File: src/hdl/ant_pkg.sv
// Shared constants, codes and control types for the account name table.
// No dependencies; every other file in hdl/ imports this package.
package ant_pkg;

  // Fixed payload widths
  localparam int BYTE_W  = 8;
  localparam int QUERY_W = 16;

  // Defaults for the top-level parameters
  localparam int MAX_ENTRIES_DEF = 128;
  localparam int NAME_MAX_DEF    = 14;
  localparam int ID_BITS_DEF     = 16;

  // Request kinds carried in the mode field
  localparam logic MODE_PARSE  = 1'b0;
  localparam logic MODE_LOOKUP = 1'b1;

  // Characters the parser and the result path care about
  localparam logic [BYTE_W-1:0] CHAR_NUL   = 8'h00;
  localparam logic [BYTE_W-1:0] CHAR_LF    = 8'h0A;
  localparam logic [BYTE_W-1:0] CHAR_COLON = 8'h3A;
  localparam logic [BYTE_W-1:0] CHAR_ZERO  = 8'h30;
  localparam logic [BYTE_W-1:0] CHAR_NINE  = 8'h39;
  localparam logic [BYTE_W-1:0] CHAR_QMARK = 8'h3F;

  // Commands from the controller to the datapath
  typedef struct packed {
    logic parse;   // consume one file byte
    logic start;   // latch query id, rewind the id scan
    logic scan;    // advance the id scan by one entry
    logic put;     // load one name byte into the result register
    logic single;  // load the one-byte result (empty name or miss)
  } ant_cmd_t;

  // Status from the datapath to the controller
  typedef struct packed {
    logic match;       // id read back this cycle matches the query
    logic match_empty; // matching entry has an empty name
    logic exhausted;   // every stored entry has been compared
    logic name_last;   // byte being loaded is the last of the name
  } ant_stat_t;

endpackage

File: src/hdl/ant_ctrl.sv
// Sequencer of the account name table: request handshake, id scan,
// name streaming and the result valid flag. Depends on ant_pkg.
module ant_ctrl (
  input  logic              clk,
  input  logic              rst,
  input  logic              in_valid,
  input  logic              in_mode,
  output logic              in_ready,
  output logic              out_valid,
  input  logic              out_ready,
  output ant_pkg::ant_cmd_t cmd,
  input  ant_pkg::ant_stat_t stat
);
  import ant_pkg::*;

  localparam logic [2:0] S_IDLE   = 3'd0;
  localparam logic [2:0] S_SCAN   = 3'd1;
  localparam logic [2:0] S_FETCH  = 3'd2;
  localparam logic [2:0] S_PUT    = 3'd3;
  localparam logic [2:0] S_SINGLE = 3'd4;

  logic [2:0] state;
  logic [2:0] state_next;
  logic       accept;
  logic       out_free;

  assign in_ready = (state == S_IDLE);
  assign accept   = in_valid && in_ready;
  assign out_free = !out_valid || out_ready;

  // Next state and commands
  always_comb begin
    state_next = state;
    cmd        = '0;
    unique case (state)
      S_IDLE: begin
        if (accept && in_mode == MODE_PARSE) begin
          cmd.parse = 1'b1;
        end else if (accept && in_mode == MODE_LOOKUP) begin
          cmd.start  = 1'b1;
          state_next = S_SCAN;
        end
      end
      S_SCAN: begin
        cmd.scan = 1'b1;
        if (stat.match) begin
          state_next = stat.match_empty ? S_SINGLE : S_FETCH;
        end else if (stat.exhausted) begin
          state_next = S_SINGLE;
        end
      end
      // name memory read settles for the new byte address
      S_FETCH: begin
        state_next = S_PUT;
      end
      S_PUT: begin
        if (out_free) begin
          cmd.put    = 1'b1;
          state_next = stat.name_last ? S_IDLE : S_FETCH;
        end
      end
      S_SINGLE: begin
        if (out_free) begin
          cmd.single = 1'b1;
          state_next = S_IDLE;
        end
      end
      default: begin
        state_next = S_IDLE;
      end
    endcase
  end

  // State and result valid flag
  always_ff @(posedge clk) begin
    if (rst) begin
      state     <= S_IDLE;
      out_valid <= 1'b0;
    end else begin
      state <= state_next;
      if (cmd.put || cmd.single) begin
        out_valid <= 1'b1;
      end else if (out_ready) begin
        out_valid <= 1'b0;
      end
    end
  end

endmodule

File: config.mk
export PLATFORM = sky130hd
export DESIGN_NAME = ant_ctrl
export DESIGN_NICKNAME = d
export VERILOG_FILES = /design/src/hdl/ant_pkg.sv /design/src/hdl/ant_ctrl.sv
export SDC_FILE = /design/constraint.sdc
export NUM_CORES = 1
export LEC_CHECK = 0
export BUFFER_PORTS_ARGS = -buffer_cell sky130_fd_sc_hd__buf_2
export CORE_AREA = 3 3 40 42
export CTS_CLUSTER_DIAMETER = 150
export CTS_CLUSTER_SIZE = 24
export DETAILED_ROUTE_END_ITERATION = 10
export DIE_AREA = 0 0 43 45
export GPL_TIMING_DRIVEN = 0
export HOLD_SLACK_MARGIN = 0.03
export SLEW_MARGIN = 5
export SYNTH_ARGS = -nofsm -noshare
export SYNTH_HDL_FRONTEND = slang
export SYNTH_SLANG_ARGS = --single-unit
File: constraint.sdc
create_clock -name clk -period 1.61 [get_ports clk]
set_input_delay 0.322 -clock clk [delete_from_list [all_inputs] [get_ports clk]]
set_output_delay 0.322 -clock clk [all_outputs]
set_load 0.01 [all_outputs]
==> metrics.md, run 1 <==
| Metric | Value |
|---|---|
| Sink Count | 4 |
| Cells along the critical path | or3b_4, nor2_1, buf_2 |
| Vias/cell | between 4 and 5 |
| Startpoint types | flop |
| Initial Util | 21.23% |
| Clock Tree Root | clkbuf_4 |
| Kind of critical path | flop to output port |
| Core area | around 1300 um2 |
| Gpl congestion | slightly above 0.7 |
| CTS buffer count | 3 |
| Max stage delay on crit path | between 0.4 and 0.5 ns |
| Total number of vias | 315 |
| Max Fclk | roughly 650 MHz |
| Worst Path Arrival | roughly 1.2 ns |
| Setup TNS Final | 0 ns |
| Final WL | ~700 um |
| Maxcap violations | 0 |
| N_diodes | 0 |
| Synthesized area | about 270 um2 |
| CP endpoint kind | output port |
| Layout area overhead | 48.62% |
| Clock skew | 0.004622 ns |
| Worst Tran Pin Value | approximately 0.25 ns |
| Die area | 1935 um2 |
| Wirelength per Cell | 9.913 um |
| Post-synthesis instance total | 36 |
| Vias in the first global route | about 290 |
| CP Max Fanout | 7 |
| Pre-Repair DR Iteration Count | 4 |
| RSZ-0062 raised after global routing | false |
| Die Ht | around 45 um |
| Dpl hpwl | roughly 500 um |
| Slew Viols, Final | 0 |
| Hold EP | out_valid |
| Pwr Density | 1218 nW/um2 |
| Clk buf depth | 2 |
| DRC | 0 |
| Leakage | 0.1925 nW |
| Die X | around 43 um |
| Reg-to-reg slack, setup | approximately 0.30 ns |
| Final critical-path required period | about 1.5 ns |
| GRT Overall Usage | between 8 and 9% |
| Layout cells sized above 1 | between 40% and 50% |
| CP max-delay cell | or3b_4 |
| Hold depth | 2 |
| TritonCTS clock tree | done |
| Netlist cell types | 19 |
| Syn avg cell area | about 7.6 um2 |
| FF+latch count, synth | 4 |
| Post-route antenna net violation count | 0 |
| Endpoints failing hold | 0 |
| IO Pins | 16 |
| WHS | 0.3423 ns |
| GR Overflow Total | 0 |
| H-Tree Depth | 1 |
| Worst R2R Path Depth | 4 |
| Synth warn | 0 |
| Iteration-0 DRC Markers | 6 |
| Worst ir drop on vdd | 0.0004756 V |
| Worst Hold Class | input port to flop |
| # setup viols final | 0 |
| Outcome | complete, no violations |
| Post-CTS Hold Fix Bufs | 0 |
| R2r startpoint | state[1] |
| Clock latency at the later pin of the worst-skew pair | about 0.23 ns |
| Clock-pin transition on the worst setup and hold timing paths | approximately 0.04 ns |
| First-pass GRT wire length | about 1.2 mm |
| Largest net degree at the start of global routing | 9 |
| # port buffers | 15 |
| Worst Min Path Start | rst |
| Slew headroom | around 83% |
| Req. time, crit path | approximately 1.3 ns |
| Placed Area | between 300 and 400 um2 |
| Syn Nets | between 40 and 50 |
| Register area share after synthesis | 29.36% |
| Number of buffers added for setup after CTS | 0 |
| Final worst path period share | 95.36% |
| Post-layout instance area | 405.4 um2 |
| Fillers | 146 |
| Layout Nets | 65 |
| Initial antenna violation count | 0 |
| # rows | 13 |
| R2R Path End | state[2] |
==> sequential cells by signal, summed over array words and instances (netlist names) <==
name,cells
out_valid,1
state,3
==> through the flow <==
step / instances / worst slack, ns / total power [W] / util [%]
5_1_grt: 69 / 0.002886 / 0.0005478 / 31.55
6_report: 69 / 0.07475 / 0.0004936 / 31.55
2_1_floorplan: 36 / 0.2436 / 0.0002817 / -
4_1_cts: 69 / 0.009480 / 0.0004869 / 30.28
3_3_place_gp: 66 / 0.2572 / 0.0003567 / 28.53
3_5_place_dp: 66 / 0.2609 / 0.0003575 / 28.53
==> layout make-up <==
type | instances | area [um2] | share of cell area [%]
multi-input cells | 31 | 198.9 | 49.07
well taps | 15 | 18.77 | 4.630
flip-flops and latches | 4 | 86.33 | 21.30
clock buffers | 3 | 22.52 | 5.556
repair buffers | 15 | 75.07 | 18.52
inverters | 1 | 3.754 | 0.9259
==> Yosys cell counts <==
master	instances	area [um2]
or4_1	1	7.510
nand2_1	3	11.26
a22o_2	1	10.01
o21ai_0	3	15.01
nand3b_1	1	7.510
a31oi_1	2	12.51
or3b_4	1	11.26
nand2b_1	1	6.260
or3_1	1	6.260
a21oi_1	1	5.000
dfxtp_1	4	80.08
a21oi_2	1	8.760
nor3b_1	1	7.510
nor3_1	1	5.000
inv_1	1	3.750
nor2b_1	4	25.02
nor2_1	4	15.01
o31ai_1	3	22.52
and3_1	2	12.51
==> kinds of logic after synthesis <==
group	Yosys count	synth area share, %
AOI/OAI and AO/OA	11	27.06
buffers and inverters	1	1.375
and+or+nand+nor	20	42.20
DFF	4	29.36
==> worst max-delay path: cells and delay by family (launching register included) <==
family / cells / cell delay (ns)
buffers and inverters: 1 / 0.13
DFF: 1 / 0.35
and+or+nand+nor: 2 / 0.51
==> routing by layer <==
| metal | global-route usage, % | share of wire [%] | up-vias |
|---|---|---|---|
| met3 | 3.984 | 13 | 0 |
| met2 | 10.18 | 38 | 16 |
| met5 | 0 | 0 | - |
| li1 | - | - | 170 |
| met1 | 11.54 | 49 | 129 |
| met4 | 7.229 | 0 | 0 |
==> where the power goes <==
group          total (W)  internal, W  switching (W)
clock network   0.000121    0.0000832      0.0000383
logic           0.000209     0.000104       0.000105
registers       0.000163     0.000126      0.0000368
==> cell usage in the layout (no fill, tap or decap), types with 2 or more instances in the layout <==
| cell | synthesis | final |
|---|---|---|
| o31ai_1 | 3 | 3 |
| nor2b_1 | 4 | 4 |
| clkbuf_4 | 0 | 3 |
| nor2_1 | 4 | 4 |
| dfxtp_2 | 0 | 2 |
| and3_1 | 2 | 2 |
| buf_2 | 0 | 15 |
| o21ai_0 | 3 | 3 |
| a31oi_1 | 2 | 2 |
| nand2_1 | 3 | 3 |
==> worst max path at each step <==
stage | from | endpoint | slack (ns) | depth (start not counted)
4_1_cts | state[2] | cmd[0] | 0.009 | 3
6_report | state[1] | cmd[0] | 0.07 | 3
3_5_place_dp | state[2] | cmd[0] | 0.26 | 3
5_1_grt | state[1] | cmd[0] | 0.003 | 3
3_3_place_gp | state[2] | cmd[0] | 0.26 | 3
2_1_floorplan | state[2] | cmd[4] | 0.24 | 3
==> timing repair <==
item / in CTS / in global routing
resized for setup: 0 / 6
hold endpoints to repair: 0 / 0
setup endpoints to repair: 0 / 4
Power figures use the tool's default switching activity.
==> run 2: changes to the inputs <==
--- a/config.mk
+++ b/config.mk
@@ -13,6 +13,7 @@
 export DIE_AREA = 0 0 43 45
 export GPL_TIMING_DRIVEN = 0
 export HOLD_SLACK_MARGIN = 0.03
+export MAX_ROUTING_LAYER = met4
 export SLEW_MARGIN = 5
 export SYNTH_ARGS = -nofsm -noshare
 export SYNTH_HDL_FRONTEND = slang
==> run 2 against run 1 <==
Net effect:
- first-iteration DRC count did not move
- via count did not move
- worst hold slack barely moved
- critical path depth did not move
==> metrics.md, run 2 (synthesis results as in run 1) <==
| Metric | Value |
|---|---|
| Worst R2R Path Depth | 4 |
| N_diodes | 0 |
| Core area | 1285 um2 |
| IO Pins | 16 |
| Max stage delay on crit path | 0.42 ns |
| Worst ir drop on vdd | ~0.00048 V |
| Layout area overhead | 48.62% |
| Post-CTS Hold Fix Bufs | 0 |
| DRC | 0 |
| Post-route antenna net violation count | 0 |
| Layout cells sized above 1 | approximately half |
| Cells along the critical path | or3b_4, nor2_1, buf_2 |
| Hold depth | 2 |
| Resized cells post-CTS | 0 |
| Dpl hpwl | ~500 um |
| CP max-delay cell | or3b_4 |
| Sink Count | 4 |
| Reg power frac | between 30% and 40% |
| Wirelength per Cell | between 9 and 10 um |
| Vias in the first global route | around 300 |
| Initial antenna violation count | 0 |
| Cell-internal power | 0.0003131 W |
| Initial Util | about a fifth |
| GR Overflow Total | 0 |
| Slew headroom | a little over four fifths |
| Worst Hold Class | input port to flop |
| Final critical-path required period | between 1.5 and 2 ns |
| # port buffers | 15 |
| Die X | 43 um |
| Startpoint types | flop |
| R2r startpoint | state[1] |
| Total Power | just under 0.0005 W |
| TritonCTS clock tree | done |
| Clock latency at the later pin of the worst-skew pair | 0.23 ns |
| Placed Area | 366.6 um2 |
| Clk buf depth | 2 |
| Final Non-Filler Cells | just under 70 |
| Max FFs per register | 3 |
| Combinational cell fraction of total power | a little over two fifths |
| Dpl cells | 66 |
| Buffers & Inverters on Critical Path | 1 |
| Hold EP | out_valid |
| GRT Overall Usage | 8.912% |
| Final WL | slightly below 700 um |
| # setup viols final | 0 |
| Switch Pwr | roughly 0.00018 W |
| Kind of critical path | flop to output port |
| Worst Min Path Start | rst |
| Reg-to-reg slack, setup | about 0.30 ns |
| CP Max Fanout | 7 |
| Max Fclk | 651.4 MHz |
| Most common cell after layout, fill and taps aside | buf_2 |
| Post-layout instance area | about 400 um2 |
| CP endpoint kind | output port |
| Top Registers | state (3), out_valid (1) |
| Pre-Repair DR Iteration Count | 4 |
| Worst Path Arrival | 1.21 ns |
| Gpl congestion | around 0.73 |
| Iteration-0 DRC Markers | 6 |
| Worst Tran Pin Value | approximately 0.25 ns |
| Layout Nets | 65 |
| Slew Viols, Final | 0 |
| Number of buffers added for setup after CTS | 0 |
| Leakage | between 0.15 and 0.2 nW |
| Setup TNS Final | 0 ns |
| Finished Core Util | around a third |
| Final worst path period share | 95.36% |
| R2R Path End | state[2] |
| # rows | 13 |
| Top reg by flops | state |
| H-Tree Depth | 1 |
| Die area | between 1500 and 2000 um2 |
| Clock Tree Root | clkbuf_4 |
| Clock skew | roughly 0.0046 ns |
| Outcome | complete, no violations |
| Largest net degree at the start of global routing | 9 |
| Total number of vias | approximately 320 |
| First-pass GRT wire length | around 1.2 mm |
| Vias/cell | 4.565 |
| Clock-pin transition on the worst setup and hold timing paths | 0.04 ns |
| CTS buffer count | 3 |
| Clk pwr share | between 20% and 30% |
| RSZ-0062 raised after global routing | false |
| Pwr Density | approximately 1200 nW/um2 |
| Endpoints failing hold | 0 |
| Sw Share | between 30 and 40% |
| CP delay by family, top | simple AND/OR/NAND/NOR gates |
| Die Ht | approximately 45 um |
| Req. time, crit path | between 1 and 1.5 ns |
| Maxcap violations | 0 |
| Most frequent cells in the layout | 15 x buf_2, 4 x nor2b_1, 4 x nor2_1 |
run 2: worst register-to-register path: stages, from the launching register on:
cell and delay, ns:
dfxtp_2 0.35, or3b_4 0.42, a21oi_2 0.26, o21ai_0 0.12, o31ai_1 0.07
run 2: power groups by stage:
stage	logic [W]	registers, W	clock network [W]
after CTS	0.000204	0.000153	0.000130
after global routing	0.000240	0.000169	0.000139
final	0.000209	0.000163	0.000121
after global placement	0.000202	0.000154	0
after detailed placement	0.000203	0.000155	0
after floorplan	0.000135	0.000147	0
run 2: worst max path at each step:
stage | from | cells after the start | slack [ns] | end
2_1_floorplan | state[2] | 3 | 0.24 | cmd[4]
5_1_grt | state[1] | 3 | 0.003 | cmd[0]
4_1_cts | state[2] | 3 | 0.009 | cmd[0]
3_5_place_dp | state[2] | 3 | 0.26 | cmd[0]
3_3_place_gp | state[2] | 3 | 0.26 | cmd[0]
6_report | state[1] | 3 | 0.07 | cmd[0]
run 2: final cells by class:
cell class,instances,area (um2)
multi-input combinational,31,198.9
clock buffer,3,22.52
sequential,4,86.33
tap,15,18.77
fill,146,879.6
timing repair buffer,15,75.07
inverter,1,3.754
run 2: layer usage:
metal / track usage, % / routed length, um / vias up / share of wire, %
met2: 10.18 / 259 / 16 / 38
met5: - / 0 / - / 0
met4: 7.229 / 0 / 0 / 0
met3: 3.984 / 90 / 0 / 13
li1: - / - / 170 / -
met1: 11.54 / 334 / 129 / 49
run 2: stage by stage:
| stage | hold WS [ns] | setup WS [ns] |
|---|---|---|
| after floorplan | 0.3914 | 0.2436 |
| after global placement | 0.5408 | 0.2572 |
| after detailed placement | 0.5440 | 0.2609 |
| after CTS | 0.3317 | 0.009480 |
| after global routing | 0.3675 | 0.002888 |
| final | 0.3423 | 0.07475 |
